File: config.mk
export PLATFORM = sky130hd
export DESIGN_NAME = kle_cell
export DESIGN_NICKNAME = d
export VERILOG_FILES = /design/src/rtl/kle_pkg.sv /design/src/rtl/kle_cell.sv
export SDC_FILE = /design/constraint.sdc
export NUM_CORES = 1
export LEC_CHECK = 0
export CAP_MARGIN = 20
export CORE_AREA = 3 3 179 181
export DETAILED_ROUTE_END_ITERATION = 8
export DIE_AREA = 0 0 182 184
export DONT_BUFFER_PORTS = 1
export GPL_TIMING_DRIVEN = 0
export MAX_ROUTING_LAYER = met4
export PLACE_DENSITY_LB_ADDON = 0.2
export SETUP_SLACK_MARGIN = 0.05
export SLEW_MARGIN = 10
export SYNTH_ARGS = -nofsm -noshare
export SYNTH_HDL_FRONTEND = slang
export SYNTH_SLANG_ARGS = --single-unit
File: constraint.sdc
create_clock -name clk -period 3.6 [get_ports clk]
set_clock_uncertainty 0.2 [all_clocks]
set_input_delay 0.36 -clock clk [delete_from_list [all_inputs] [get_ports clk]]
set_output_delay 0.36 -clock clk [all_outputs]
set_load 0.1 [all_outputs]
File: src/rtl/kle_pkg.sv
// ----------------------------------------------------------------------------
// kle_pkg
// types, codes and sizes shared by the keyed record list engine
// ----------------------------------------------------------------------------
package kle_pkg;

  // number of record cells in the row
  localparam int CAPACITY = 32;
  // width of a 0-based cell index
  localparam int IDX_W = $clog2(CAPACITY);
  // width of the record count, which can reach CAPACITY
  localparam int CNT_W = $clog2(CAPACITY + 1);
  // width that holds both a position field and the count, plus one
  localparam int CMP_W = ((CNT_W > 6) ? CNT_W : 6) + 1;

  typedef struct packed {
    logic [63:0] key_low;
    logic [7:0]  key_high;
    logic [7:0]  score_a;
    logic [7:0]  score_b;
    logic [7:0]  score_c;
  } rec_t;

  typedef enum logic [1:0] {
    CMD_INSERT = 2'd0,
    CMD_READ   = 2'd1,
    CMD_FIND   = 2'd2,
    CMD_DELETE = 2'd3
  } cmd_t;

  typedef enum logic [1:0] {
    ST_OK        = 2'd0,
    ST_NOT_FOUND = 2'd1,
    ST_RANGE     = 2'd2,
    ST_FULL      = 2'd3
  } status_t;

  typedef enum logic {
    S_IDLE = 1'b0,
    S_EXEC = 1'b1
  } state_t;

  typedef enum logic [1:0] {
    OP_HOLD       = 2'd0,
    OP_LOAD       = 2'd1,
    OP_FROM_LOWER = 2'd2,
    OP_FROM_UPPER = 2'd3
  } cell_op_t;

  // per-cell control from the sequencer
  typedef struct packed {
    cell_op_t op;
    logic     valid;
  } cell_ctl_t;

endpackage

File: src/rtl/kle_cell.sv
// ----------------------------------------------------------------------------
// kle_cell
// one record slot: holds a record, compares its key, moves to a neighbor
// ----------------------------------------------------------------------------
module kle_cell (
  input  logic              clk,
  input  kle_pkg::cell_ctl_t ctl,
  input  kle_pkg::rec_t     new_rec,
  input  kle_pkg::rec_t     lower_rec,
  input  kle_pkg::rec_t     upper_rec,
  input  logic [63:0]       key_low,
  input  logic [7:0]        key_high,
  output kle_pkg::rec_t     rec,
  output logic              match
);

  // record storage, shifted or loaded under sequencer control
  always_ff @(posedge clk) begin
    case (ctl.op)
      kle_pkg::OP_LOAD:       rec <= new_rec;
      kle_pkg::OP_FROM_LOWER: rec <= lower_rec;
      kle_pkg::OP_FROM_UPPER: rec <= upper_rec;
      default: ;
    endcase
  end

  // full 9-byte key compare, only for occupied slots
  assign match = ctl.valid && (rec.key_low == key_low) && (rec.key_high == key_high);

endmodule

# Yosys cells after proc, flatten, opt, wreduce, memory -nomap -nowiden
# Index checks and enable logic that the tools add are counted.
# word_totals
inputBits,364
ff_bits,96
output_inout_bits,97
# classes
n_eq_ne,5
mux,1
n_reduce_logical,3
# op_table
operator,n
$pmux 96 s3,1
$eq 64x64->1,1
$eq 8x8->1,1
$eq 2x2->1 const B,2
$reduce_bool 3->1,1
$eq 2x1->1 const B,1
$logic_and 1x1->1,2

# Longest topological paths before layout
# Gate-level depths: netlist of the first run.
# logic_depth
depth_word,3
mapped_depth,5
mapped_depth_nobuf,5

# Worst setup path before layout of the first run
# OpenSTA, ideal clock, no wires.
# synth_timing
kind,reg-to-output
start,register rec[87] (netlist bit)
end,output port match
n_path_buf,0
required_ps,3040
path_stages_with_launch,6
t_arrival_ps,3389
setup_slack_ps,-349
cell_sequence,edfxtp_1 -> nand2b_1 -> o2111ai_1 -> a2111oi_1 -> nand4_1 -> nor4_2
# synth_between
elab_chain_cells,3
# synth_rtl
element,line,text
"start, declared",kle_cell.sv:13,"output kle_pkg::rec_t rec,"
"start signal, assigned",kle_cell.sv:20,kle_pkg::OP_LOAD: rec <= new_rec;
"start signal, assigned",kle_cell.sv:21,kle_pkg::OP_FROM_LOWER: rec <= lower_rec;
"start signal, assigned",kle_cell.sv:22,kle_pkg::OP_FROM_UPPER: rec <= upper_rec;
$eq 64x64->1,kle_cell.sv:28,assign match = ctl.valid && (rec.key_low == key_low) && (rec.key_high == key_high);
$logic_and 1x1->1 (2 in series),kle_cell.sv:28,
"end, declared",kle_cell.sv:14,output logic match
# No other way between the ends.

# Worst setup path in the final report of the first run
# layout_timing
start,register rec[30] (netlist bit)
end,output port match
# layout_between
elab_chain_cells,2
# layout_rtl
element,line
$eq 8x8->1,kle_cell.sv:28
$logic_and 1x1->1,kle_cell.sv:28
# No other way between the ends.

==> metrics.md, run 1 <==
| Metric | Value |
|---|---|
| Proportion of layout cells with a drive suffix above 1 | `0.0639` |
| NumNets Final | `908` |
| Largest Register | `rec` |
| Max Freq | `0.280 GHz` |
| Crit Path Max Fanout | `2` |
| HP Start | `new_rec[30]` |
| Syn_nets | `895` |
| Initial Util | `0.186` |
| CP Launch Type | `flop` |
| Vias in the first global route | `4926` |
| Status | `finished, final reports clean` |
| Most frequent cells in the layout | `96 x mux2i_1, 96 x nor2_1, 96 x a21oi_1, 96 x edfxtp_1, 36 x xor2_1` |
| GPL Wtd Cong | `0.983` |
| Remaining global-route overflow | `0` |
| Top cells by area, synth | `edfxtp_1 51%, mux2i_1 17%, a21oi_1 8.5%` |
| Post-Syn Area per Cell | `10.7 µm²` |
| Tot GR Track Use | `0.161` |
| Clk sinks | `96` |
| Max-cap violations | `0` |
| Power per Cell Area | `588 nW/µm²` |
| Pin count of the biggest net entering global routing | `50` |
| Clk root buf | `clkbuf_16` |
| Per-cell routed wire length | `29.5 µm` |
| DRC viols | `0` |
| # placed instances | `929` |
| Die area | `33500 µm²` |
| Mapped Area | `5680 µm²` |
| CTS tree | `yes` |
| 1st-iter DRT viols | `189` |
| Hold worst-path end | `rec[30]` |
| Final wirelength | `28.0 mm` |
| Syn. warnings | `0` |
| Drt first pass iters | `4` |
| PortBufs | `0` |
| Yosys top cell by area | `edfxtp_1` |
| Largest family of logic cells by synthesized area | `multiplexers` |
| CTS Buf Count | `9` |
| Final WS setup | `0.0323 ns` |
| Synth Area in Compound Gates | `0.105` |
| WP data required | `3.04 ns` |
| Syn Inst Count | `531` |
| Routed Antenna Nets | `0` |
| Static Leak | `2.44 nW` |
| Flops & latches, synth | `96` |
| Worst slack at placement | `-0.144 ns` |
| Min-Delay Path Class | `in2reg` |
| Final Setup Violations | `0` |
| Slowest cell on crit path | `edfxtp_1` |
| Arrival time at the worst endpoint | `3.01 ns` |
| Vias per inst | `4.72` |
| Slew Viols, Final | `0` |
| RSZ-0062 raised after global routing | `yes` |
| Final hold slack | `0.0442 ns` |
| First-pass GRT wire length | `36.2 mm` |
| Slew Limit Headroom | `0.234` |
| Clk buf depth | `2` |
| Area Overhead vs Synth | `15.7%` |
| Final worst-path cycle share | `0.991` |
| Max reg flops | `96` |
| Portion of netlist area occupied by mux cells | `0.169` |
| CP Capture Type | `primary output` |
| Hold-critical path depth | `2` |
| Minimum clock period | `3.57 ns` |
| I/O pin count | `461` |
| Type of the worst setup path | `reg2out` |
| Simple-gate area share of the yosys netlist | `0.0950` |
| Top-area cell type share of the netlist area | `0.508` |
| Worst-path cell chain | `xnor2_1 -> nand4_1 -> nor4_4 -> nand4_1 -> nor4_4 -> buf_16` |
| Core box area | `30600 µm²` |
| Slew at the pin closest to its max-slew limit | `1.15 ns` |
| Die X | `182 µm` |
| # rows | `64` |
| Peak VDD IR | `201 µV` |
| Non-filler cells, final | `947` |
| Initial antenna violation count | `3` |
| Xor/xnor cell area share of the yosys netlist | `0.0864` |
| Clock transition at path regs | `0.07 ns` |
| Count of different cell masters after synthesis | `28` |
| Via count | `4469` |
| HPWL Detailed | `22.4 mm` |
| Worst path max stage delay | `1.05 ns` |
| Adder-Cell Fraction of Synth Area | `0` |
| Die height | `184 µm` |
| Seq/Total Area, Yosys | `0.508` |
| Regs by FF count | `rec: 96 flops` |
| Final hold viol count | `0` |
| Post-route setup TNS | `0 ns` |
| H-tree depth | `3` |
-- synthesized netlist by cell type --
cell,number
a21oi_1,96
edfxtp_1,96
mux2i_1,96
nor2_1,96
xor2_1,36
xnor2_1,20
clkbuf_1,19
inv_1,16
nor4_1,12
nand4_1,8
buf_2,7
o22ai_1,6
buf_4,4
nand2b_1,3
buf_1,2
o2bb2ai_1,2
a2111oi_1,1
a221o_1,1
a222oi_1,1
a22o_1,1
a22o_2,1
nand3_1,1
nor2b_1,1
nor3_1,1
nor4_2,1
o2111ai_1,1
o21ai_0,1
or2_2,1
-- cell type report --
type,instances,area (µm²)
diodes,3,7.51
flip-flops and latches,96,2880
well taps,396,495
repair buffers,2,55.1
inverters,16,60.1
clock inverters,5,35.0
clock buffers,10,229
fillers,3357,24000
plain buffers,32,144
multi-input cells,387,2660
-- worst max-delay path by stage --
| stage | start | end | slack [ns] | cells after the start |
|---|---|---|---|---|
| floorplan | rec[87] | match | 0.26 | 5 |
| global placement | rec[91] | match | -0.68 | 4 |
| detailed placement | rec[91] | match | -0.14 | 5 |
| CTS | rec[30] | match | -0.05 | 6 |
| global route | rec[30] | match | -0.11 | 6 |
| finish | rec[30] | match | 0.03 | 6 |
-- where the power goes --
part | leakage (nW) | internal [mW] | switching (mW)
clock | 0.118 | 0.465 | 0.454
combinational | 1.35 | 0.181 | 0.291
sequential | 0.967 | 1.40 | 1.08
total | 2.44 | 2.04 | 1.82
-- metal layers --
layer  track usage  up-vias  wire length (µm)
met5             -        -                 0
met4        0.0731        0               905
met3        0.0326       38              2190
met2         0.280      330             14300
met1         0.178     2142             10600
li1              -     1959                 -
-- cells by family after synthesis --
kind of cell    count (synthesis)
buf+inv                        48
xor+xnor                       56
compound gates                111
simple gates                  124
mux                            96
flops                          96
-- worst max-delay path, delay by kind of cell, from the launching register on --
family | cells | cell delay [ns]
XOR/XNOR | 1 | 0.21
buffers and inverters | 1 | 0.21
flip-flops | 1 | 1.05
AND/OR/NAND/NOR | 4 | 1.16
-- per-stage QoR --
stage | cell area [µm²] | utilization | power (mW)
after floorplan | 5680 | - | 2.74
after global placement | 6180 | 0.202 | 2.96
after detailed placement | 6240 | 0.204 | 2.97
after CTS | 6560 | 0.214 | 3.93
after global routing | 6570 | 0.215 | 4.02
final | 6570 | 0.215 | 3.86
-- what timing repair did --
item / in CTS / in global routing
hold buffers: 0 / 0
endpoints found under the setup margin: 1 / 1
setup buffers: 0 / 0
pin swaps: 2 / 0
cloned: 0 / 0
hold endpoints to repair: 0 / 0
gates resized for setup: 8 / 0
Power figures use the tool's default switching activity.
==> run 2: changes to the inputs <==
- CTS_BUF_LIST: unset -> sky130_fd_sc_hd__clkbuf_4 sky130_fd_sc_hd__clkbuf_8
- CTS_CLUSTER_SIZE: unset -> 14
- RECOVER_POWER: unset -> 25
==> run 2 against run 1 <==
Against the previous run: the flow now finishes with violations (setup timing); clock power fell by 26%; via count is 4.7% higher; routed wire length increased by 0.99%; die area unchanged; final cell count rose by 4.9%; power fell by 5.2%; sequential cell count unchanged; hold slack worse by 0.010 ns; global-route usage up 0.16 points; critical path depth did not move; sequential share of layout area down 2.3 points; setup slack worse by 0.036 ns.
==> metrics.md, run 2 (synthesized netlist as in run 1, its figures left out) <==
| Metric | Value |
|---|---|
| Initial antenna violation count | `1` |
| Final Core Density | `0.227` |
| Arrival time at the worst endpoint | `3.04 ns` |
| Vias per inst | `4.71` |
| Max-cap violations | `0` |
| Static Leak | `2.59 nW` |
| Type of the worst setup path | `reg2out` |
| Minimum clock period | `3.60 ns` |
| Power per Cell Area | `528 nW/µm²` |
| I/O pin count | `461` |
| Via count | `4678` |
| Max Freq | `0.277 GHz` |
| Final WS setup | `-0.00375 ns` |
| PortBufs | `0` |
| Pin count of the biggest net entering global routing | `50` |
| Most frequent cells in the layout | `96 x mux2i_1, 96 x nor2_1, 96 x a21oi_1, 96 x edfxtp_1, 47 x dlygate4sd3_1` |
| CTS tree | `yes` |
| Slew at the pin closest to its max-slew limit | `1.15 ns` |
| Regs by FF count | `rec: 96 flops` |
| Fill cell count | `3323` |
| Core box area | `30600 µm²` |
| Final Setup Violations | `1` |
| Violated checks | `setup timing` |
| Slew Limit Headroom | `0.235` |
| Initial Util | `0.186` |
| # rows | `64` |
| Status | `complete, but fails checks` |
| CTS Buf Count | `9` |
| Max reg flops | `96` |
| Clk sinks | `96` |
| Post-route setup TNS | `-0.00375 ns` |
| Per-cell routed wire length | `28.5 µm` |
| Die X | `182 µm` |
| Clock transition at path regs | `0.10 ns` |
| Final wirelength | `28.3 mm` |
| Clk buf depth | `2` |
| Worst slack at placement | `-0.144 ns` |
| CP Launch Type | `flop` |
| Remaining global-route overflow | `0` |
| H-tree depth | `3` |
| Min-Delay Path Class | `in2reg` |
| Final hold slack | `0.0339 ns` |
| 1st-iter DRT viols | `191` |
| Slew Viols, Final | `0` |
| Peak VDD IR | `182 µV` |
| Clk root buf | `clkbuf_8` |
| WP data required | `3.04 ns` |
| First-pass GRT wire length | `36.9 mm` |
| Die area | `33500 µm²` |
| Final hold viol count | `0` |
| DRC viols | `0` |
| Largest Register | `rec` |
| Final worst-path cycle share | `1.00` |
| Power Total | `3.66 mW` |
| Routed Antenna Nets | `0` |
| CP Capture Type | `primary output` |
| Die height | `184 µm` |
| Tot GR Track Use | `0.163` |
| Vias in the first global route | `5154` |
| NumNets Final | `955` |
| Buffer count from post-CTS setup fixing | `0` |
| Proportion of layout cells with a drive suffix above 1 | `0.0605` |
| GPL Wtd Cong | `0.983` |
| HPWL Detailed | `22.4 mm` |
| RSZ-0062 raised after global routing | `yes` |
| Area Overhead vs Synth | `22.2%` |
| Crit Path Max Fanout | `2` |
| Drt first pass iters | `5` |
[run 2: cell types whose count changed in the layout (fill, tap and decap cells not counted), sizes merged]
cell / delta
diode: -1
dlygate4sd3: +47
clkbuf: +2
buf: -2
[run 2: area by class of cell]
cell class	count	area (µm²)	area share
flip-flops and latches	96	2880	0.416
multi-input cells	387	2660	0.383
repair buffers	49	526	0.0758
well taps	396	495	0.0714
plain buffers	32	144	0.0207
clock buffers	10	131	0.0189
inverters	16	60.1	0.00866
clock inverters	5	35.0	0.00505
diodes	2	5.00	0.000722
[run 2: per-stage QoR]
| stage | cells | cell area [µm²] |
|---|---|---|
| after floorplan | 531 | 5680 |
| after global placement | 927 | 6180 |
| after detailed placement | 929 | 6240 |
| after CTS | 991 | 6930 |
| after global routing | 992 | 6930 |
| final | 993 | 6940 |
[run 2: path summary, 6_finish.rpt]
| check | from | endpoint | slack (ns) | depth (start not counted) |
|---|---|---|---|---|
| setup / recovery | rec[30] | match | -0.004 | 6 |
| hold / removal | new_rec[58] | rec[58] | 0.03 | 2 |
[run 2: critical path, cell delays in order (launching register included)]
cell,delay [ns]
edfxtp_1,1.05
xnor2_1,0.21
nand4_1,0.26
nor4_4,0.43
nand4_1,0.20
nor4_4,0.27
buf_16,0.21
[run 2: repair_timing]
action / CTS / global route
endpoints found under the setup margin: 1 / 1
hold endpoints to repair: 47 / 0
hold buffers: 47 / 0
gates resized for setup: 8 / 0
pin swaps: 2 / 0
[run 2: per-layer routing]
layer,up-vias,track usage,part of all wire
met1,2245,0.177,0.38
met4,0,0.0689,0.035
met5,-,-,0
met3,41,0.0421,0.077
met2,342,0.282,0.51
li1,2050,-,-
[run 2: report_power, final]
| part | total [mW] | switching [mW] | internal, mW |
|---|---|---|---|
| combinational | 0.516 | 0.302 | 0.214 |
| clock | 0.676 | 0.421 | 0.255 |
| sequential | 2.47 | 1.08 | 1.39 |
